===== src/hdl/hcb_pkg.sv =====
// ----------------------------------------------------------------------------
// hcb_pkg
// Types, constants and mod-26 helpers shared by the Hill cipher block.
// ----------------------------------------------------------------------------
package hcb_pkg;

    localparam int MAX_ORDER   = 3;
    localparam int MODULUS     = 26;
    localparam int LETTER_W    = 5;
    localparam int KEY_W       = 45;
    localparam int SUM_W       = 11;   // three products of 25*25 at most
    localparam int PREP_CYCLES = 3;
    localparam int PREP_CNT_W  = 2;
    localparam int CFG_IDX_W   = 2;

    typedef enum logic [CFG_IDX_W-1:0] {
        CFG_KEY_SIZE    = 2'd0,
        CFG_KEY_ENTRIES = 2'd1,
        CFG_DIRECTION   = 2'd2,
        CFG_UNUSED      = 2'd3
    } t_cfg_idx;

    typedef logic [LETTER_W-1:0] t_letter;
    typedef t_letter [MAX_ORDER-1:0] t_row;
    typedef t_row [MAX_ORDER-1:0] t_mat;
    typedef logic [SUM_W-1:0] t_sum;

    typedef struct packed {
        t_mat mat;   // effective matrix, key or inverse key
        logic bad;   // decrypting with a singular key
        logic busy;  // matrix not settled yet
    } t_key_info;

    // x mod 26 for -2080 <= x <= 2015; reciprocal multiply then one correction
    function automatic t_letter mod26(input logic signed [12:0] x);
        logic signed [13:0] xs;
        logic [11:0]        u;
        logic [18:0]        p;
        logic [7:0]         q;
        logic [13:0]        qm;
        logic signed [13:0] r;
        xs = 14'(x) + 14'sd2080;
        u  = xs[11:0];
        p  = 19'(u) * 19'd79;
        q  = p[18:11];
        qm = 14'(q) * 14'd26;
        r  = signed'({2'b00, u}) - signed'(qm);
        if (r < 0) begin
            r = r + 14'sd26;
        end
        return r[LETTER_W-1:0];
    endfunction

    // (+/-) a*b mod 26, a and b already in 0..25
    function automatic t_letter mul_mod(input t_letter a, input t_letter b, input logic neg);
        logic [9:0]         p;
        logic signed [12:0] x;
        p = 10'(a) * 10'(b);
        x = signed'({3'b000, p});
        if (neg) begin
            x = -x;
        end
        return mod26(x);
    endfunction

    function automatic t_letter reduce_letter(input t_letter a);
        return (a >= t_letter'(MODULUS)) ? a - t_letter'(MODULUS) : a;
    endfunction

    // multiplicative inverse mod 26, zero when none exists
    function automatic t_letter inv26(input t_letter d);
        t_letter r;
        unique case (d)
            5'd1:    r = 5'd1;
            5'd3:    r = 5'd9;
            5'd5:    r = 5'd21;
            5'd7:    r = 5'd15;
            5'd9:    r = 5'd3;
            5'd11:   r = 5'd19;
            5'd15:   r = 5'd7;
            5'd17:   r = 5'd23;
            5'd19:   r = 5'd11;
            5'd21:   r = 5'd5;
            5'd23:   r = 5'd17;
            5'd25:   r = 5'd25;
            default: r = 5'd0;
        endcase
        return r;
    endfunction

endpackage


===== src/hdl/hcb_lane.sv =====
// ----------------------------------------------------------------------------
// hcb_lane
// One row of the matrix times the letter vector, sum registered.
// ----------------------------------------------------------------------------
module hcb_lane (
    input  logic          i_clk,
    input  logic          i_en,
    input  hcb_pkg::t_row i_row,
    input  hcb_pkg::t_row i_vec,
    output hcb_pkg::t_sum o_sum
);
    import hcb_pkg::*;

    t_sum r_sum, n_sum;

    always_comb begin
        n_sum = '0;
        for (int j = 0; j < MAX_ORDER; j++) begin
            n_sum = n_sum + SUM_W'(i_row[j]) * SUM_W'(i_vec[j]);
        end
    end

    always_ff @(posedge i_clk) begin
        if (i_en) begin
            r_sum <= n_sum;
        end
    end

    assign o_sum = r_sum;

endmodule


===== config.mk =====
export PLATFORM = sky130hd
export DESIGN_NAME = hcb_lane
export DESIGN_NICKNAME = d
export VERILOG_FILES = /design/src/hdl/hcb_pkg.sv /design/src/hdl/hcb_lane.sv
export SDC_FILE = /design/constraint.sdc
export NUM_CORES = 1
export LEC_CHECK = 0
export ABC_AREA = 1
export BUFFER_PORTS_ARGS = -buffer_cell sky130_fd_sc_hd__buf_4
export CAP_MARGIN = 20
export CORE_ASPECT_RATIO = 0.8
export CORE_UTILIZATION = 54
export DETAILED_ROUTE_END_ITERATION = 8
export PLACE_DENSITY = 0.83
export SLEW_MARGIN = 20
export SYNTH_ARGS = -nofsm -noshare
export SYNTH_HDL_FRONTEND = slang
export SYNTH_SLANG_ARGS = --single-unit

===== constraint.sdc =====
create_clock -name i_clk -period 4.95 [get_ports i_clk]
set_input_delay 0.495 -clock i_clk [delete_from_list [all_inputs] [get_ports i_clk]]
set_output_delay 0.495 -clock i_clk [all_outputs]
set_load 0.01 [all_outputs]

==> flow_summary.yaml <==
global_routing:
  grt_util_met3: 0.03095
  busiest_layer: "met2"
  grtUsageMet2: 0.3990
  use_met1: 0.3251
  grt_overflow: 0
  grt_max_degree: 12
  grt_pass1_vias: 2367
  grt_first_pass_wirelength_um: 10380
  track_usage: 0.2321
  antenna_found_initial: 0
final_layout:
  antenna_cells: 0
  postLayoutCellArea_mm2: 0.003746
  largest_reg_flops: 11
  finalNetCount: 588
  drive_gt1_frac: 0.1947
  area_delta_synth_final_pct: 23.98
logic_synthesis:
  yosysSeqAreaShare: 0.1093
  synthDistinctLibCells: 13
  synth_top_area_cell: "fa_1"
  synth_edf_count: 11
  synthArstFlopShare: 0
  synth_seq_cells: 11
  syn_nets: 507
  synth_most_common_cell: "inv_1"
  syn_avg_cell_area_um2: 8.015
  synth_area_leaders: "fa_1 (37%), inv_1 (19%), ha_1 (17%)"
  synthTopCellsByCount: "inv_1 (152), nand2_1 (100), fa_1 (56)"
  synth_warnings: 0
  synth_area_mm2: 0.003022
  ys.flop_type: "edfxtp_1"
  syn_inst: 377
  synth_top_area_frac: 0.3710
timing:
  fin_crit_sh: 0.9664
  relSlewSlack: 0.8878
  setup_viol: 0
  min_period_ns: 4.784
  report.final.slew_viol_count: 0
  setup_ws_ns: 0.1661
  hold_viol_final: 0
  worst_pin_slew_ns: 0.1682
  fmax_ghz: 0.2090
floorplan:
  die-area_mm2: 0.005901
  fp-row-count: 23
  core_area_mm2: 0.005180
  die_x_um: 85.64
  initial_core_util: 0.5833
  top_level_ports: 43
  die_y_um: 68.91
hold_path:
  hold_path.class: "in -> reg"
power:
  swShare: 0.4777
  p_sw_mw: 1.013
  power_frac_comb: 0.843
  total_power_mw: 2.119
  vdd_ir_drop_max_uv: 476.4
  power_frac_seq: 0.113
  leakagePower_nw: 2.449
  clkPwrFrac: 0.043
  p_int_mw: 1.107
  powerDensity_mw_per_mm2: 565.8
worst_setup_path:
  cp.required_ns: 4.95
  worstSetupEndpointType: "register"
  critical_path_arrival_ns: 4.78
  critPathLaunchType: "input port"
  crit_type: "in -> reg"
  cp_max_fo: 5
cts:
  cts_sinks: 11
  cts-root-buf: "clkbuf_8"
  postCtsSetupBuffers: 0
  clk_path_buf_depth: 2
  holdBufCountCts: 0
  clk_pin_slew_ns: 0.05
  numCtsBuffers: 3
  htree_num_levels: 1
  cts_tree: "built"
detailed_routing:
  dr.pass1.iters: 4
  drtIter0Drc: 134
  vias_per_cell: 4.682
  vias: 2430
  drtAntennaViolNets: 0
  route.detailed.drc: 0
  finalWirelength_um: 6266
  wl_per_cell_um: 12.07
run_status:
  status: "finished clean"
placement:
  placed_area_mm2: 0.003670
  post-dp-hpwl_um: 5688
  port_buffers: 42
  place.gp.congestion: 0.8179
  place_ws_ns: -0.2839
flow_run:
  cap_violations: 0
==> kinds of logic after synthesis <==
logic type,synth area share
XOR/XNOR,0.008697
AO/OA/AOI/OAI,0.007867
buffers and inverters,0.1888
flip-flops,0.1093
AND/OR/NAND/NOR,0.1404
adder cells (fa/ha/maj),0.5449
==> metrics by stage <==
step / instances / utilization / hold slack, ns / setup TNS (ns)
4_1_cts: 519 / 0.7176 / 0.5757 / 0
5_1_grt: 519 / 0.7232 / 0.5763 / -0.006060
3_5_place_dp: 515 / 0.7085 / 0.8257 / -1.226
6_report: 519 / 0.7232 / 0.5791 / 0
3_3_place_gp: 515 / 0.7085 / 0.8216 / -0.8863
2_1_floorplan: 377 / - / 0.6075 / 0
==> critical path, stage by stage <==
cell	delay (ns)
buf_4	0.12
nand2_1	0.08
fa_1	0.56
fa_1	0.43
fa_1	0.49
inv_1	0.05
fa_1	0.47
fa_1	0.54
inv_1	0.05
fa_1	0.43
inv_1	0.07
ha_2	0.17
inv_1	0.06
fa_2	0.37
o21ai_2	0.17
nand3_2	0.09
nand3_1	0.08
nand2_1	0.06
==> worst paths after layout <==
check,start,endpoint,slack [ns],depth (start not counted)
worst min-delay path,i_en,o_sum[10],0.58,1
worst max-delay path,i_row[12],o_sum[9],0.17,18
==> cell usage in the layout (no fill, tap or decap) <==
cell type  netlist  layout
fa_1            56      54
ha_4             0       1
fa_2             0       2
a21oi_2          0       1
clkbuf_8         0       3
clkbuf_1         0       1
xor2_1           1       1
inv_1          152     152
nand2_2          0       3
xnor2_1          2       2
edfxtp_1        11      11
ha_1            42      40
a21oi_1          3       2
o21ai_2          1       1
buf_4            0      76
nor2_1           2       2
nand3_2          1       1
nand3_1          5       5
nand2_1        100      97
or2_1            1       1
ha_2             0       1
==> what timing repair did <==
action                     4_1_cts  5_1_grt
hold endpoints to repair         0        0
pin swaps                        0       11
setup endpoints to repair        2        5
gates resized for setup          1        7
==> power by group through the flow <==
stage / Clock (mW) / Sequential [mW] / Combinational (mW)
floorplan: 0 / 0.265 / 1.18
global placement: 0 / 0.242 / 1.62
detailed placement: 0 / 0.241 / 1.69
CTS: 0.0936 / 0.241 / 1.71
global route: 0.0998 / 0.244 / 2.04
finish: 0.0919 / 0.240 / 1.79
==> per-layer routing <==
layer / vias to the layer above / share of wire
met3: 8 / 0.043
met4: 0 / 0.0097
li1: 1204 / -
met2: 61 / 0.48
met1: 1157 / 0.46
met5: - / 0
==> final cells by class <==
| type | instances | area (µm²) |
|---|---|---|
| well taps | 62 | 77.57 |
| fillers | 376 | 1434 |
| inverters | 152 | 570.5 |
| flip-flops and latches | 11 | 330.3 |
| repair buffers | 76 | 570.5 |
| multi-input cells | 214 | 2152 |
| clock buffers | 4 | 45.04 |
Power figures use the tool's default switching activity.
