--- config.mk ---
export PLATFORM = sky130hd
export DESIGN_NAME = hcb_key_prep_flat
export DESIGN_NICKNAME = d
export VERILOG_FILES = /design/src/hdl/hcb_pkg.sv /design/src/hdl/hcb_cfg_if.sv /design/src/hdl/hcb_key_prep.sv /design/src/flat_wrapper.sv
export SDC_FILE = /design/constraint.sdc
export NUM_CORES = 2
export LEC_CHECK = 0
export ABC_AREA = 0
export BUFFER_PORTS_ARGS = -buffer_cell sky130_fd_sc_hd__buf_2
export CAP_MARGIN = 20
export CORE_UTILIZATION = 40
export CTS_CLUSTER_SIZE = 10
export DETAILED_ROUTE_END_ITERATION = 8
export PLACE_DENSITY = 0.6
export SLEW_MARGIN = 40
export SYNTH_ARGS = -nofsm -noshare
export SYNTH_HDL_FRONTEND = slang
export SYNTH_SLANG_ARGS = --single-unit
--- constraint.sdc ---
create_clock -name i_clk -period 39.1 [get_ports i_clk]
set_clock_uncertainty 0.2 [all_clocks]
set_input_delay 1.955 -clock i_clk [delete_from_list [all_inputs] [get_ports i_clk]]
set_output_delay 1.955 -clock i_clk [all_outputs]
set_load 0.05 [all_outputs]
--- src/hdl/hcb_pkg.sv ---
// ----------------------------------------------------------------------------
// hcb_pkg
// Types, constants and mod-26 helpers shared by the Hill cipher block.
// ----------------------------------------------------------------------------
package hcb_pkg;

    localparam int MAX_ORDER   = 3;
    localparam int MODULUS     = 26;
    localparam int LETTER_W    = 5;
    localparam int KEY_W       = 45;
    localparam int SUM_W       = 11;   // three products of 25*25 at most
    localparam int PREP_CYCLES = 3;
    localparam int PREP_CNT_W  = 2;
    localparam int CFG_IDX_W   = 2;

    typedef enum logic [CFG_IDX_W-1:0] {
        CFG_KEY_SIZE    = 2'd0,
        CFG_KEY_ENTRIES = 2'd1,
        CFG_DIRECTION   = 2'd2,
        CFG_UNUSED      = 2'd3
    } t_cfg_idx;

    typedef logic [LETTER_W-1:0] t_letter;
    typedef t_letter [MAX_ORDER-1:0] t_row;
    typedef t_row [MAX_ORDER-1:0] t_mat;
    typedef logic [SUM_W-1:0] t_sum;

    typedef struct packed {
        t_mat mat;   // effective matrix, key or inverse key
        logic bad;   // decrypting with a singular key
        logic busy;  // matrix not settled yet
    } t_key_info;

    // x mod 26 for -2080 <= x <= 2015; reciprocal multiply then one correction
    function automatic t_letter mod26(input logic signed [12:0] x);
        logic signed [13:0] xs;
        logic [11:0]        u;
        logic [18:0]        p;
        logic [7:0]         q;
        logic [13:0]        qm;
        logic signed [13:0] r;
        xs = 14'(x) + 14'sd2080;
        u  = xs[11:0];
        p  = 19'(u) * 19'd79;
        q  = p[18:11];
        qm = 14'(q) * 14'd26;
        r  = signed'({2'b00, u}) - signed'(qm);
        if (r < 0) begin
            r = r + 14'sd26;
        end
        return r[LETTER_W-1:0];
    endfunction

    // (+/-) a*b mod 26, a and b already in 0..25
    function automatic t_letter mul_mod(input t_letter a, input t_letter b, input logic neg);
        logic [9:0]         p;
        logic signed [12:0] x;
        p = 10'(a) * 10'(b);
        x = signed'({3'b000, p});
        if (neg) begin
            x = -x;
        end
        return mod26(x);
    endfunction

    function automatic t_letter reduce_letter(input t_letter a);
        return (a >= t_letter'(MODULUS)) ? a - t_letter'(MODULUS) : a;
    endfunction

    // multiplicative inverse mod 26, zero when none exists
    function automatic t_letter inv26(input t_letter d);
        t_letter r;
        unique case (d)
            5'd1:    r = 5'd1;
            5'd3:    r = 5'd9;
            5'd5:    r = 5'd21;
            5'd7:    r = 5'd15;
            5'd9:    r = 5'd3;
            5'd11:   r = 5'd19;
            5'd15:   r = 5'd7;
            5'd17:   r = 5'd23;
            5'd19:   r = 5'd11;
            5'd21:   r = 5'd5;
            5'd23:   r = 5'd17;
            5'd25:   r = 5'd25;
            default: r = 5'd0;
        endcase
        return r;
    endfunction

endpackage

--- src/hdl/hcb_cfg_if.sv ---
// ----------------------------------------------------------------------------
// hcb_cfg_if
// Configuration write channel: register index and write data.
// ----------------------------------------------------------------------------
interface hcb_cfg_if;
    import hcb_pkg::*;
    logic                 valid;
    logic                 ready;
    logic [CFG_IDX_W-1:0] index;
    logic [KEY_W-1:0]     data;

    modport source (output valid, output index, output data, input ready);
    modport sink   (input valid, input index, input data, output ready);
endinterface

--- src/hdl/hcb_key_prep.sv ---
// ----------------------------------------------------------------------------
// hcb_key_prep
// Config registers and a three-stage pipeline that forms the effective
// matrix: reduced key and cofactors, determinant and inverse, final matrix.
// ----------------------------------------------------------------------------
module hcb_key_prep (
    input  logic               i_clk,
    input  logic               i_rst_n,
    hcb_cfg_if.sink            i_cfg,
    output hcb_pkg::t_key_info o_key
);
    import hcb_pkg::*;

    logic [1:0]            r_key_size;
    logic [KEY_W-1:0]      r_key_entries;
    logic                  r_direction;
    logic [PREP_CNT_W-1:0] r_cnt;

    t_mat    r_k, n_k;
    t_mat    r_cof, n_cof;
    t_letter r_inv, n_inv;
    logic    r_bad, n_bad;
    t_mat    r_mat, n_mat;
    logic    order3;
    logic    wr;

    assign order3    = (r_key_size == 2'(MAX_ORDER));
    assign wr        = i_cfg.valid && i_cfg.ready;
    assign i_cfg.ready = 1'b1;

    always_ff @(posedge i_clk) begin
        if (!i_rst_n) begin
            r_key_size    <= 2'd2;
            r_key_entries <= KEY_W'(45'd1099512676353);
            r_direction   <= 1'b0;
            r_cnt         <= PREP_CNT_W'(PREP_CYCLES);
        end else begin
            if (wr) begin
                unique case (t_cfg_idx'(i_cfg.index))
                    CFG_KEY_SIZE:    r_key_size    <= i_cfg.data[1:0];
                    CFG_KEY_ENTRIES: r_key_entries <= i_cfg.data;
                    CFG_DIRECTION:   r_direction   <= i_cfg.data[0];
                    CFG_UNUSED:      ;
                endcase
                r_cnt <= PREP_CNT_W'(PREP_CYCLES);
            end else if (r_cnt != '0) begin
                r_cnt <= r_cnt - 1'b1;
            end
        end
    end

    // stage 1: reduced entries and signed cofactors mod 26
    always_comb begin
        int a0, a1, b0, b1;
        logic [9:0]         pa, pb;
        logic signed [12:0] d;
        for (int e = 0; e < 9; e++) begin
            n_k[e/3][e%3] = reduce_letter(r_key_entries[5*e +: 5]);
        end
        for (int r = 0; r < 3; r++) begin
            for (int c = 0; c < 3; c++) begin
                a0 = (r == 0) ? 1 : 0;
                a1 = (r == 2) ? 1 : 2;
                b0 = (c == 0) ? 1 : 0;
                b1 = (c == 2) ? 1 : 2;
                pa = 10'(n_k[a0][b0]) * 10'(n_k[a1][b1]);
                pb = 10'(n_k[a0][b1]) * 10'(n_k[a1][b0]);
                d  = signed'({3'b000, pa}) - signed'({3'b000, pb});
                if (((r + c) % 2) == 1) begin
                    d = -d;
                end
                n_cof[r][c] = mod26(d);
            end
        end
    end

    // stage 2: determinant, its inverse and the singular flag (the (2,2) cofactor is the 2x2 determinant)
    always_comb begin
        logic [11:0] s;
        t_letter     det;
        s = 12'(r_k[0][0]) * 12'(r_cof[0][0]) + 12'(r_k[0][1]) * 12'(r_cof[0][1])
          + 12'(r_k[0][2]) * 12'(r_cof[0][2]);
        det   = order3 ? mod26(signed'({1'b0, s})) : r_cof[2][2];
        n_inv = inv26(det);
        n_bad = r_direction && (n_inv == '0);
    end

    // stage 3: key, or inverse times adjugate, zero for a singular key
    always_comb begin
        for (int i = 0; i < 3; i++) begin
            for (int j = 0; j < 3; j++) begin
                n_mat[i][j] = '0;
                if (!r_direction) begin
                    if (order3 || (i < 2 && j < 2)) begin
                        n_mat[i][j] = r_k[i][j];
                    end
                end else if (!r_bad) begin
                    if (order3) begin
                        n_mat[i][j] = mul_mod(r_inv, r_cof[j][i], 1'b0);
                    end else if (i < 2 && j < 2) begin
                        // 2x2 adjugate: swap diagonal, negate off-diagonal
                        n_mat[i][j] = mul_mod(r_inv, r_k[(j == 0) ? 1 : 0][(i == 0) ? 1 : 0],
                                              i != j);
                    end
                end
            end
        end
    end

    always_ff @(posedge i_clk) begin
        r_k   <= n_k;
        r_cof <= n_cof;
        r_inv <= n_inv;
        r_bad <= n_bad;
        r_mat <= n_mat;
    end

    assign o_key.mat  = r_mat;
    assign o_key.bad  = r_bad;
    assign o_key.busy = (r_cnt != '0);

endmodule

--- src/flat_wrapper.sv ---
// flat-port wrapper written by rule: the top's interface ports become plain ports
module hcb_key_prep_flat import hcb_pkg::*;
  (i_clk, i_rst_n, o_key, i_cfg_valid, i_cfg_index, i_cfg_data, i_cfg_ready);
  hcb_cfg_if i_cfg_i ();
  input  logic i_clk;
  input  logic i_rst_n;
  output hcb_pkg::t_key_info o_key;
  input wire logic [$bits(i_cfg_i.valid)-1:0] i_cfg_valid;
  input wire logic [$bits(i_cfg_i.index)-1:0] i_cfg_index;
  input wire logic [$bits(i_cfg_i.data)-1:0] i_cfg_data;
  output wire logic [$bits(i_cfg_i.ready)-1:0] i_cfg_ready;
  assign i_cfg_i.valid = i_cfg_valid;
  assign i_cfg_i.index = i_cfg_index;
  assign i_cfg_i.data = i_cfg_data;
  assign i_cfg_ready = i_cfg_i.ready;
  hcb_key_prep u_core (.i_clk(i_clk), .i_rst_n(i_rst_n), .i_cfg(i_cfg_i), .o_key(o_key));
endmodule
==> metrics.md <==
| Metric | Value |
|---|---|
| Vert. Die Dim | 472 um |
| Vias per inst | 4.95 |
| Worst hold endpoint | u_core.r_k[40]$_DFF_P_ |
| Crit Path Category | reg2reg |
| CTS tree | built |
| Top Ports | 98 |
| Worst slew pin tran | 0.873 ns |
| Final Util | 42.6% |
| Initial core utilization | 40.2% |
| Final Cell Area | 0.0937 mm^2 |
| CTS root buffer | clkbuf_16 |
| Final wirelength | 208000 um |
| Die Width | 472 um |
| Syn Area/Cell | 8.80 um^2 |
| Outcome | finished clean |
| Critical path's most frequent cell | fa_1 |
| Hold_sp | u_core.r_key_entries[40]$_SDFFE_PN1P_ |
| Area of the multi-input gates | 0.0754 mm^2 |
| PortBufs | 96 |
| Req. time, crit path | 39.35 ns |
| Setup Viol. Count Final | 0 |
| Main flop type after synthesis | dfxtp_1 |
| Setup bufs post-CTS | 0 |
| Dpl hpwl | 180000 um |
| Die Area | 0.223 mm^2 |
| Post-Synthesis Cells | 10050 |
| Crit share post-route | 40.3% |
| GRT Residual Overflow | 0 |
| Clock latency on the worst-skew pair | 0.56 ns |
| Global Route Usage Sum | 19.2% |
| #FFs+latches synth | 191 |
| CTS Buf Count | 17 |
| Area grow syn2layout | 5.94% |
| H-tree Lvls | 4 |
| Worst reg2reg path startpoint | u_core.r_key_entries[15]$_SDFFE_PN0P_ |
| Initial antenna violation count | 7 |
| Reg2Reg Capture Point | u_core.r_cof[12]$_DFF_P_ |
| Clock Tree Buf Depth | 2 |
| Hold Path Stages | 0 |
| Fraction of layout cells with a size suffix above 1 | 3.39% |
| CTS sink count | 191 |
| # rows | 172 |
| Largest net degree at the start of global routing | 66 |
| Max Clock Freq | 63.5 MHz |
| Final min period | 15.75 ns |
| Critical Path AT | 16.00 ns |
| Post-DRT Antenna Nets | 0 |
| Placed cell area | 0.0928 mm^2 |
| Crit-path max cell delay | 0.84 ns |
| Count of hold-fix buffers inserted at cts | 0 |
| Reg clk slew, reported paths | 0.09 ns |
| TritonRoute pass-1 iters | 5 |
| Global-route wire length before repair | 347000 um |
| RSZ-0062 raised after global routing | no |
| Crit path launch type | register |
| Crit-path max FO | 15 |
| R2R cell count | 50 |
| Register Area | 0.00383 mm^2 |
| Post-Syn Area | 0.0884 mm^2 |
| Syn_nets | 13511 |
| Slew Viols, Final | 0 |
| Hold WC Path Type | reg2reg |
| Synth unique cells | 79 |
| CP Capture Type | register |
| Ys Warns | 0 |
| DR vias | 64600 |
| CTS resizes | 0 |
| Final hold vios | 0 |
| Relative slew slack | 41.6% |
| GPL Wtd Cong | 0.922 |
| Max cap viols | 0 |
| Final setup TNS | 0 ns |
| Critical Path Source | u_core.r_key_entries[15]$_SDFFE_PN0P_ |
| Sequential cell area fraction in the yosys report | 4.32% |
| WL/cell | 15.9 um |
| Slowest CP cell | dfxtp_1 |
| R2r setup slk | 23.35 ns |
| Ys async rst share | 0% |
| # fillers | 21578 |
| DR iter-0 viols | 2369 |
| Layout Nets | 13531 |
| Post-synth EDFFs | 0 |
| Vias in the first global route | 68922 |
| DRC violations left | 0 |
| Core Region | 0.220 mm^2 |
==> worst max path at each step <==
stage                          endpoint  slack [ns]
5_1_grt        u_core.r_cof[12]$_DFF_P_       22.47
4_1_cts        u_core.r_cof[12]$_DFF_P_       23.35
3_3_place_gp   u_core.r_cof[12]$_DFF_P_       23.70
3_5_place_dp   u_core.r_cof[12]$_DFF_P_       23.37
6_report       u_core.r_cof[12]$_DFF_P_       23.35
2_1_floorplan   u_core.r_inv[4]$_DFF_P_       24.79
==> area by class of cell <==
class                           instances  area share (%)
Antenna cell                            6          0.0160
Clock buffer                           19           0.473
Clock inverter                         13           0.171
Inverter                             2454            9.83
Multi-Input combinational cell       7251            80.5
Sequential cell                       191            4.09
Tap cell                             2958            3.95
Timing Repair Buffer                  155           0.986
==> state kept, by name, summed over array words and instances, names as in the netlist <==
name	flops
u_core.o_key	45
u_core.r_bad	1
u_core.r_cnt	2
u_core.r_cof	45
u_core.r_direction	1
u_core.r_inv	5
u_core.r_k	45
u_core.r_key_entries	45
u_core.r_key_size	2
==> cells in the mapped netlist, drive strengths merged, types with 15 or more instances <==
library cell  number  area share [%]
inv             2439              10
ha              2256              32
fa              1155              26
nand2            598             2.5
xnor2            467             4.6
nor2             444             1.9
a21oi            438             2.5
and2             294             2.1
o21ai            263             1.5
a21o             241             2.0
xor2             227             2.3
dfxtp            191             4.3
clkbuf           148            0.63
o21bai           110            0.93
nor2b             81            0.57
nand2b            77            0.54
nor3              76            0.43
o21a              75            0.64
a21boi            64            0.54
nand3             51            0.29
a211oi            25            0.22
and3              23            0.16
or2               23            0.16
o2111ai           20            0.20
mux2i             19            0.22
o31a              19            0.19
or3               17            0.12
clkinv            15           0.064
o211ai            15            0.13
==> metrics by stage <==
step | instances | setup WS [ns] | hold WS [ns]
after floorplan | 10050 | 24.79 | 0.129
after global placement | 13009 | 23.70 | 0.143
after detailed placement | 13009 | 23.37 | 0.143
after CTS | 13041 | 23.35 | 0.158
after global routing | 13042 | 22.47 | 0.166
final | 13047 | 23.35 | 0.158
==> layer usage <==
| metal | vias to the layer above | GRT usage [%] | share of wire [%] |
|---|---|---|---|
| met5 | - | 0 | 0.011 |
| met4 | 4 | 7.43 | 4.3 |
| met3 | 297 | 1.68 | 3.0 |
| met2 | 907 | 34.7 | 49 |
| met1 | 31527 | 23.5 | 43 |
| li1 | 31865 | - | - |
==> cell usage in the layout (no fill, tap or decap), types with 19 or more instances in the layout <==
master	count
a211oi_1	24
a21boi_0	63
a21o_1	241
a21oi_1	436
and2_1	294
and3_1	23
buf_2	96
buf_4	59
dfxtp_1	185
fa_1	1155
ha_1	2256
inv_1	2439
mux2i_1	19
nand2_1	596
nand2b_1	77
nand3_1	51
nor2_1	441
nor2b_1	81
nor3_1	76
o2111ai_1	20
o21a_1	75
o21ai_0	241
o21ai_1	21
o21bai_1	110
o31a_1	19
or2_2	22
xnor2_1	418
xnor2_2	49
xor2_1	202
xor2_2	24
==> critical path, delay by kind of cell, from the launching register on <==
family | cells | cell delay, ns
fa+ha+maj | 15 | 6.35
compound gates | 16 | 3.78
buf+inv | 9 | 1.80
simple gates | 6 | 1.31
xor+xnor | 3 | 1.02
flops | 1 | 0.84
mux | 1 | 0.29
==> logic make-up (layout without fill, tap and decap cells) <==
group	count (synthesis)	after routing	share of synthesized area, %
adders and majority gates	3412	3412	58.1
buffers and inverters	2608	2641	11.1
and+or+nand+nor	1714	1714	9.04
AOI/OAI and AO/OA	1398	1398	10.2
xor gates and xnor gates	694	694	6.90
DFF	191	191	4.32
muxes	32	32	0.381
other	1	7	0.00424
Power is left out: the tool's default activity adds up to more than one toggle a clock period on the data nets, which glitch-free logic cannot reach.
