==> config.mk <==
export PLATFORM = sky130hd
export DESIGN_NAME = hcb_merge_flat
export DESIGN_NICKNAME = d
export VERILOG_FILES = /design/src/hdl/hcb_pkg.sv /design/src/hdl/hcb_out_if.sv /design/src/hdl/hcb_merge.sv /design/src/flat_wrapper.sv
export SDC_FILE = /design/constraint.sdc
export NUM_CORES = 1
export LEC_CHECK = 0
export BUFFER_PORTS_ARGS = -buffer_cell sky130_fd_sc_hd__buf_4
export CAP_MARGIN = 0
export CORE_ASPECT_RATIO = 0.75
export CORE_MARGIN = 2
export CORE_UTILIZATION = 65
export CTS_BUF_LIST = sky130_fd_sc_hd__clkbuf_4
export DETAILED_ROUTE_END_ITERATION = 7
export PLACE_DENSITY = 0.85
export SLEW_MARGIN = 20
export SYNTH_ARGS = -nofsm -noshare
export SYNTH_HDL_FRONTEND = slang
export SYNTH_SLANG_ARGS = --single-unit
==> constraint.sdc <==
create_clock -name i_clk -period 10.85 [get_ports i_clk]
set_input_delay 2.17 -clock i_clk [delete_from_list [all_inputs] [get_ports i_clk]]
set_output_delay 2.17 -clock i_clk [all_outputs]
set_load 0.02 [all_outputs]
==> src/hdl/hcb_pkg.sv <==
// ----------------------------------------------------------------------------
// hcb_pkg
// Types, constants and mod-26 helpers shared by the Hill cipher block.
// ----------------------------------------------------------------------------
package hcb_pkg;

    localparam int MAX_ORDER   = 3;
    localparam int MODULUS     = 26;
    localparam int LETTER_W    = 5;
    localparam int KEY_W       = 45;
    localparam int SUM_W       = 11;   // three products of 25*25 at most
    localparam int PREP_CYCLES = 3;
    localparam int PREP_CNT_W  = 2;
    localparam int CFG_IDX_W   = 2;

    typedef enum logic [CFG_IDX_W-1:0] {
        CFG_KEY_SIZE    = 2'd0,
        CFG_KEY_ENTRIES = 2'd1,
        CFG_DIRECTION   = 2'd2,
        CFG_UNUSED      = 2'd3
    } t_cfg_idx;

    typedef logic [LETTER_W-1:0] t_letter;
    typedef t_letter [MAX_ORDER-1:0] t_row;
    typedef t_row [MAX_ORDER-1:0] t_mat;
    typedef logic [SUM_W-1:0] t_sum;

    typedef struct packed {
        t_mat mat;   // effective matrix, key or inverse key
        logic bad;   // decrypting with a singular key
        logic busy;  // matrix not settled yet
    } t_key_info;

    // x mod 26 for -2080 <= x <= 2015; reciprocal multiply then one correction
    function automatic t_letter mod26(input logic signed [12:0] x);
        logic signed [13:0] xs;
        logic [11:0]        u;
        logic [18:0]        p;
        logic [7:0]         q;
        logic [13:0]        qm;
        logic signed [13:0] r;
        xs = 14'(x) + 14'sd2080;
        u  = xs[11:0];
        p  = 19'(u) * 19'd79;
        q  = p[18:11];
        qm = 14'(q) * 14'd26;
        r  = signed'({2'b00, u}) - signed'(qm);
        if (r < 0) begin
            r = r + 14'sd26;
        end
        return r[LETTER_W-1:0];
    endfunction

    // (+/-) a*b mod 26, a and b already in 0..25
    function automatic t_letter mul_mod(input t_letter a, input t_letter b, input logic neg);
        logic [9:0]         p;
        logic signed [12:0] x;
        p = 10'(a) * 10'(b);
        x = signed'({3'b000, p});
        if (neg) begin
            x = -x;
        end
        return mod26(x);
    endfunction

    function automatic t_letter reduce_letter(input t_letter a);
        return (a >= t_letter'(MODULUS)) ? a - t_letter'(MODULUS) : a;
    endfunction

    // multiplicative inverse mod 26, zero when none exists
    function automatic t_letter inv26(input t_letter d);
        t_letter r;
        unique case (d)
            5'd1:    r = 5'd1;
            5'd3:    r = 5'd9;
            5'd5:    r = 5'd21;
            5'd7:    r = 5'd15;
            5'd9:    r = 5'd3;
            5'd11:   r = 5'd19;
            5'd15:   r = 5'd7;
            5'd17:   r = 5'd23;
            5'd19:   r = 5'd11;
            5'd21:   r = 5'd5;
            5'd23:   r = 5'd17;
            5'd25:   r = 5'd25;
            default: r = 5'd0;
        endcase
        return r;
    endfunction

endpackage

==> src/hdl/hcb_out_if.sv <==
// ----------------------------------------------------------------------------
// hcb_out_if
// Output channel: transformed letters and the singular-key flag.
// ----------------------------------------------------------------------------
interface hcb_out_if;
    import hcb_pkg::*;
    logic    valid;
    logic    ready;
    t_letter out_first;
    t_letter out_second;
    t_letter out_third;
    logic    key_not_invertible;

    modport source (output valid, output out_first, output out_second,
                    output out_third, output key_not_invertible, input ready);
    modport sink   (input valid, input out_first, input out_second,
                    input out_third, input key_not_invertible, output ready);
endinterface

==> src/hdl/hcb_merge.sv <==
// ----------------------------------------------------------------------------
// hcb_merge
// Reduces the lane sums mod 26 and holds the finished result item.
// ----------------------------------------------------------------------------
module hcb_merge (
    input  logic                          i_clk,
    input  logic                          i_rst_n,
    input  logic                          i_valid,
    input  hcb_pkg::t_sum [hcb_pkg::MAX_ORDER-1:0] i_sums,
    input  logic                          i_bad,
    output logic                          o_adv,
    hcb_out_if.source                     o_out
);
    import hcb_pkg::*;

    logic r_valid;
    t_row r_res;
    logic r_bad;

    assign o_adv = !r_valid || o_out.ready;

    always_ff @(posedge i_clk) begin
        if (!i_rst_n) begin
            r_valid <= 1'b0;
        end else if (o_adv) begin
            r_valid <= i_valid;
        end
    end

    always_ff @(posedge i_clk) begin
        if (o_adv) begin
            for (int i = 0; i < MAX_ORDER; i++) begin
                r_res[i] <= mod26(signed'({2'b00, i_sums[i]}));
            end
            r_bad <= i_bad;
        end
    end

    assign o_out.valid              = r_valid;
    assign o_out.out_first          = r_res[0];
    assign o_out.out_second         = r_res[1];
    assign o_out.out_third          = r_res[2];
    assign o_out.key_not_invertible = r_bad;

endmodule

==> src/flat_wrapper.sv <==
// flat-port wrapper written by rule: the top's interface ports become plain ports
module hcb_merge_flat import hcb_pkg::*;
  (i_clk, i_rst_n, i_valid, i_sums, i_bad, o_adv, o_out_valid, o_out_out_first, o_out_out_second, o_out_out_third, o_out_key_not_invertible, o_out_ready);
  hcb_out_if o_out_i ();
  input  logic i_clk;
  input  logic i_rst_n;
  input  logic i_valid;
  input  hcb_pkg::t_sum [hcb_pkg::MAX_ORDER-1:0] i_sums;
  input  logic i_bad;
  output logic o_adv;
  output wire logic [$bits(o_out_i.valid)-1:0] o_out_valid;
  output wire logic [$bits(o_out_i.out_first)-1:0] o_out_out_first;
  output wire logic [$bits(o_out_i.out_second)-1:0] o_out_out_second;
  output wire logic [$bits(o_out_i.out_third)-1:0] o_out_out_third;
  output wire logic [$bits(o_out_i.key_not_invertible)-1:0] o_out_key_not_invertible;
  input wire logic [$bits(o_out_i.ready)-1:0] o_out_ready;
  assign o_out_valid = o_out_i.valid;
  assign o_out_out_first = o_out_i.out_first;
  assign o_out_out_second = o_out_i.out_second;
  assign o_out_out_third = o_out_i.out_third;
  assign o_out_key_not_invertible = o_out_i.key_not_invertible;
  assign o_out_i.ready = o_out_ready;
  hcb_merge u_core (.i_clk(i_clk), .i_rst_n(i_rst_n), .i_valid(i_valid), .i_sums(i_sums), .i_bad(i_bad), .o_adv(o_adv), .o_out(o_out_i));
endmodule
==> metrics.md, run 1 <==
| Metric | Value |
|---|---|
| Status | `finished, final reports clean` |
| CP endpoint kind | `flip-flop` |
| Synth unique cells | `49` |
| RR Startpoint | `u_core.o_out.valid` |
| GRT overflow | `0` |
| Initial antenna violation count | `0` |
| CP peak stage delay | `560 ps` |
| Slew Limit Fails | `0` |
| Worst Reg-to-Reg Cells | `2` |
| Vias in the first global route | `6,320` |
| Worst reg2reg path endpoint | `u_core.o_out.out_third[0]` |
| Worst-path fanout max | `7` |
| CP startpoint kind | `input port` |
| Most frequent cell after synthesis | `inv_1` |
| Post-cts resize count | `0` |
| Clk_lat worst skew | `310 ps` |
| Max_cap viols | `0` |
| HP Class | `reg2reg` |
| Worst-path clk slew | `110 ps` |
| Die Span X | `135 µm` |
| Hold-critical path endpoint | `u_core.o_out.out_first[0]` |
| Die height | `102 µm` |
| Routability cong. | `0.844` |
| Syn nets | `1,266` |
| Hold Crit Depth | `2` |
| Required time of the worst setup path | `10,920 ps` |
| Adder-cell area share of the yosys netlist | `51.6%` |
| Setup TNS | `0 ps` |
| Slowest cell on the critical path | `fa_1` |
| Clock Sinks | `17` |
| Root Buffer | `clkbuf_4` |
| Bufs and invs on worst path | `4` |
| Port Buf Inserts | `55` |
| Worst path top cell family by delay | `adder cells` |
| Area of the die | `13,800 µm²` |
| Sequential area share after synthesis | `6.00%` |
| Slew headroom | `62.4%` |
| Diode count | `0` |
| Post-synthesis async set-or-reset flop share | `0%` |
| Post-CTS Setup Bufs | `0` |
| Hold path start | `u_core.o_out.valid` |
| Via Count | `6,359` |
| Top-area cell type share of the netlist area | `32.9%` |
| Mapped Cells | `931` |
| Primary FF master, synth | `edfxtp_1` |
| CTS tree | `yes` |
| Synth Area per Inst | `8.96 µm²` |
| H-Tree Depth | `1` |
| Post-route ant nets | `0` |
| Area grow syn2layout | `8.39%` |
| Nets | `1,331` |
| Max Clk Rate | `0.0977 GHz` |
| DP HPWL | `15.3 mm` |
| Synth Area in Compound Gates | `14.7%` |
| CP Data Arrival Time | `10,300 ps` |
| Largest family of logic cells by synthesized area | `adder cells` |
| Cts hold-fix bufs | `0` |
| FP Rows | `35` |
| Share of cells above drive strength 1 | `8.54%` |
| DR WL/cell | `14.7 µm` |
| Clock buffer depth | `2` |
| Simple logic cell fraction of the synthesized area | `6.00%` |
| Mapped cell area | `8340 µm²` |
| First-pass GRT wire length | `29.3 mm` |
| Drt initial violations | `317` |
| Post-route DRC | `0` |
| Unrepaired setup endpoints after global routing | `no` |
| Crit-path most repeated cell | `ha_1` |
| Worst-margin pin slew | `561 ps` |
| Vias per cell | `5.48` |
| I/O pins | `56` |
| DRT Wirelength | `17.1 mm` |
| Period utilization | `94.3%` |
| Crit path time final | `10,230 ps` |
| Gr usage total | `26.3%` |
| #FFs+latches synth | `17` |
| Flop2flop setup slack | `9730 ps` |
| Synth Area in XOR/XNOR | `10.4%` |
| Leading area contributor after synthesis | `ha_1` |
| Critical Path Source | `i_sums[5]` |
| Initial Utilization | `67.3%` |
| Multiplexer share of the synthesized area | `0.120%` |
| Synth warn | `0` |
| Synth top area cells | `ha_1, fa_1, inv_1` |
| Final hold vios | `0` |
| Layout Skew | `7.60 ps` |
| Setup violations, final | `0` |
| Num CTS Buffers | `3` |
| Crit Path Class | `in2reg` |
| Core Area | `12,400 µm²` |
| Largest net degree at the start of global routing | `18` |
| Commonest cells in the netlist | `inv_1, ha_1, fa_1` |
| Drt pass-1 iters | `5` |
| Post-synth EDFFs | `16` |
-- sequential cells by signal, summed over array words and instances (netlist names) --
signal	count
u_core.o_out.out_second	5
u_core.o_out.out_third	5
u_core.o_out.valid	1
u_core.o_out.out_first	5
u_core.o_out.key_not_invertible	1
-- how the worst max path moves through the flow --
stage	to	slack (ps)	cells past startpoint
3_3_place_gp	u_core.o_out.out_first[3]	650	36
4_1_cts	u_core.o_out.out_first[3]	640	36
2_1_floorplan	u_core.o_out.out_first[3]	1170	35
6_report	u_core.o_out.out_first[3]	620	36
3_5_place_dp	u_core.o_out.out_first[3]	350	36
5_1_grt	u_core.o_out.out_first[3]	40	36
-- layout by cell type, fill, tap and decap left out, types with 18 or more instances in the layout --
cell type and count:
a21o_1 29, buf_4 63, a21oi_1 53, o21ai_0 20, nand3_1 18, inv_1 246, ha_1 219, fa_1 78
xnor2_1 59, nor2_1 23, xor2_1 34
-- final cells by class --
class / instances / area (µm²)
Sequential cell: 17 / 500
Fill cell: 910 / 3350
Inverter: 246 / 923
Clock buffer: 4 / 30.0
Timing Repair Buffer: 63 / 473
Tap cell: 166 / 208
Multi-Input combinational cell: 665 / 6910
-- routing by layer --
metal,routed length [µm],global-route usage [%],vias up,part of all wire (%)
met2,7720,43.8,118,45
li1,-,-,3200,-
met3,525,1.39,18,3.1
met4,167,4.05,0,0.98
met5,0,0,-,0
met1,8680,38.8,3023,51
-- logic make-up after synthesis --
family,count (synthesis)
fa+ha+maj,297
xor+xnor,96
flops,17
compound gates,175
simple gates,96
buf+inv,249
mux,1
-- through the flow --
stage | hold slack (ps) | instances | setup WS, ps | area, µm² | utilization, %
floorplan | 1160 | 931 | 1170 | 8340 | -
global placement | 907 | 1157 | 648 | 9010 | 72.7
detailed placement | 914 | 1157 | 345 | 9010 | 72.7
CTS | 939 | 1161 | 641 | 9040 | 72.9
global route | 958 | 1161 | 39.2 | 9040 | 72.9
finish | 935 | 1161 | 617 | 9040 | 72.9
-- worst register-to-register path, stage by stage, from the launching register on --
cell and delay [ps]:
dfxtp_1 330, nand2b_1 180, buf_4 300
Power of run 1 is not shown: default switching activity piles up to over one toggle a cycle in this logic, so the estimate is an artifact.
==> run 2: changes to the inputs <==
ABC_AREA = 1   (was default)
CTS_BUF_LIST = sky130_fd_sc_hd__clkbuf_16   (was sky130_fd_sc_hd__clkbuf_4)
SLEW_MARGIN = 10   (was 20)
==> metrics.md, run 2 <==
| Metric | Value |
|---|---|
| Status | `finished, final reports clean (unchanged)` |
| Largest net degree at the start of global routing | `19 (was 18)` |
| Num CTS Buffers | `3 (unchanged)` |
| Commonest non-fill, non-tap cell in the layout | `inv_1 (unchanged)` |
| Die Span X | `140 µm (was 135 µm)` |
| Post-synthesis async set-or-reset flop share | `0% (unchanged)` |
| GRT overflow | `0 (unchanged)` |
| Bufs and invs on worst path | `3 (was 4)` |
| Setup violations, final | `0 (unchanged)` |
| Diode count | `0 (unchanged)` |
| Crit path time final | `9440 ps (was 10,230 ps)` |
| M1 wire length | `9.52 mm (was 8.68 mm)` |
| Max Clk Rate | `0.106 GHz (was 0.0977 GHz)` |
| Setup TNS | `0 ps (unchanged)` |
| Synth unique cells | `30 (was 49)` |
| Top-area cell type share of the netlist area | `30.4% (was 32.9%)` |
| Nets | `1,616 (was 1,331)` |
| Primary FF master, synth | `edfxtp_1 (unchanged)` |
| CP Data Arrival Time | `9450 ps (was 10,300 ps)` |
| Fillers | `1,107 (was 910)` |
| Met3 Routed Length | `827 µm (was 525 µm)` |
| CTS tree | `yes (unchanged)` |
| Die height | `106 µm (was 102 µm)` |
| Slew headroom | `50.1% (was 62.4%)` |
| Post-route ant nets | `0 (unchanged)` |
| Via Count | `7,734 (was 6,359)` |
| Syn nets | `1,555 (was 1,266)` |
| Vias in the first global route | `7,593 (was 6,320)` |
| CP endpoint kind | `flip-flop (unchanged)` |
| CP startpoint kind | `input port (unchanged)` |
| #FFs+latches synth | `17 (unchanged)` |
| Cts hold-fix bufs | `0 (unchanged)` |
| Initial antenna violation count | `0 (unchanged)` |
| Crit-path most repeated cell | `nand2_1 (was ha_1)` |
| Mapped Cells | `1,220 (was 931)` |
| FP Rows | `37 (was 35)` |
| Commonest cells in the netlist | `inv_1, nand2_1, ha_1 (was inv_1, ha_1, fa_1)` |
| Vias per cell | `5.32 (was 5.48)` |
| DRT Wirelength | `19.5 mm (was 17.1 mm)` |
| Port Buf Inserts | `55 (unchanged)` |
| Synth top area cells | `ha_1, fa_1, inv_1 (unchanged)` |
| Worst path top cell family by delay | `adder cells (unchanged)` |
| Clk_lat worst skew | `260 ps (was 310 ps)` |
| Worst-path clk slew | `60 ps (was 110 ps)` |
| Slew Limit Fails | `0 (unchanged)` |
| Area grow syn2layout | `7.97% (was 8.39%)` |
| Period utilization | `87.0% (was 94.3%)` |
| Crit Path Class | `in2reg (unchanged)` |
| Worst-margin pin slew | `746 ps (was 561 ps)` |
| Initial Utilization | `66.2% (was 67.3%)` |
| CP peak stage delay | `550 ps (was 560 ps)` |
| Area of the die | `14,800 µm² (was 13,800 µm²)` |
| Share of cells above drive strength 1 | `6.64% (was 8.54%)` |
| First-pass GRT wire length | `33.9 mm (was 29.3 mm)` |
| Synth Area per Inst | `7.39 µm² (was 8.96 µm²)` |
| Final hold vios | `0 (unchanged)` |
| Drt initial violations | `377 (was 317)` |
| Slowest cell on the critical path | `fa_1 (unchanged)` |
| Gr usage total | `27.4% (was 26.3%)` |
| Clock buffer depth | `2 (unchanged)` |
| Leading area contributor after synthesis | `ha_1 (unchanged)` |
| HP Class | `reg2reg (unchanged)` |
| Post-cts resize count | `0 (unchanged)` |
| Root Buffer | `clkbuf_16 (was clkbuf_4)` |
| Drt pass-1 iters | `5 (unchanged)` |
| I/O pins | `56 (unchanged)` |
| Most frequent cell after synthesis | `inv_1 (unchanged)` |
| DP HPWL | `17.6 mm (was 15.3 mm)` |
| Post-synth EDFFs | `16 (unchanged)` |
| Worst-path fanout max | `7 (unchanged)` |
| Post-route DRC | `0 (unchanged)` |
| DR WL/cell | `13.4 µm (was 14.7 µm)` |
| Required time of the worst setup path | `10,860 ps (was 10,920 ps)` |
| Routability cong. | `0.955 (was 0.844)` |
| Most frequent cells in the layout | `inv_1, nand2_1, ha_1, fa_1, a21oi_1 (was inv_1, ha_1, fa_1, buf_4, xnor2_1)` |
| Met2 WL | `9.01 mm (was 7.72 mm)` |
| Layout Skew | `2.36 ps (was 7.60 ps)` |
| Post-CTS Setup Bufs | `0 (unchanged)` |
| Mapped cell area | `9020 µm² (was 8340 µm²)` |
| H-Tree Depth | `1 (unchanged)` |
| Sequential area share after synthesis | `5.55% (was 6.00%)` |
| Synth warn | `0 (unchanged)` |
| Max_cap viols | `0 (unchanged)` |
| Top Metal Used | `met4 (unchanged)` |
| Unrepaired setup endpoints after global routing | `no (unchanged)` |
| Clock Sinks | `17 (unchanged)` |
| Core Area | `13,600 µm² (was 12,400 µm²)` |
run 2: cell types whose count changed after synthesis, moves of 9 or more:
cell	previous run	this run
a211oi_1	9	0
a21o_1	29	8
a21oi_1	53	75
inv_1	246	315
inv_2	0	14
nand2_1	14	226
nand3_1	18	71
nand4_1	1	10
nor2_1	23	39
nor2b_1	11	0
o21a_1	14	1
xnor2_1	59	19
xor2_1	34	46
run 2: final timing paths:
| check | from | to | slack [ps] | cells after the start |
|---|---|---|---|---|
| worst max-delay path | i_sums[5] | u_core.o_out.out_first[2] | 1410 | 31 |
| worst min-delay path | u_core.o_out.valid | u_core.o_out.key_not_invertible | 810 | 2 |
| worst max register to register | u_core.o_out.valid | u_core.o_out.out_first[0] | 9860 | 2 |
| worst min register to register | u_core.o_out.valid | u_core.o_out.key_not_invertible | 810 | 2 |
run 2: stage by stage:
stage | worst slack (ps) | instance area (µm²) | hold WS, ps | instances | utilization (%)
final | 1410 | 9730 | 805 | 1455 | 71.5
after global routing | 774 | 9730 | 839 | 1455 | 71.5
after CTS | 1420 | 9730 | 813 | 1455 | 71.5
after detailed placement | 1170 | 9660 | 797 | 1451 | 70.9
after global placement | 1290 | 9660 | 791 | 1451 | 70.9
after floorplan | 2230 | 9020 | 1100 | 1220 | -
run 2: kinds of logic after synthesis:
logic type,synth area share (%)
simple gates,16.8
compound gates,9.01
flops,5.55
fa+ha+maj,47.7
buf+inv,13.7
xor+xnor,7.22
run 2: per-layer routing:
| layer | vias up | global-route usage (%) |
|---|---|---|
| met1 | 3606 | 38.9 |
| met2 | 152 | 47.4 |
| met4 | 0 | 3.36 |
| met3 | 12 | 1.85 |
| met5 | - | 0 |
| li1 | 3964 | - |
run 2: cell type report:
class	instances	area (µm²)	share of cell area [%]
flip-flops and latches	17	500	5.14
repair buffers	56	420	4.32
well taps	175	219	2.25
multi-input cells	874	7280	74.8
inverters	329	1230	12.7
clock inverters	1	3.75	0.0386
clock buffers	3	75.1	0.771
run 2: worst min-delay path: stages (launching register included):
cell	delay, ps
dfxtp_1	320
nand2_1	60
buf_4	220
Power of run 2 is left out for the same reason.
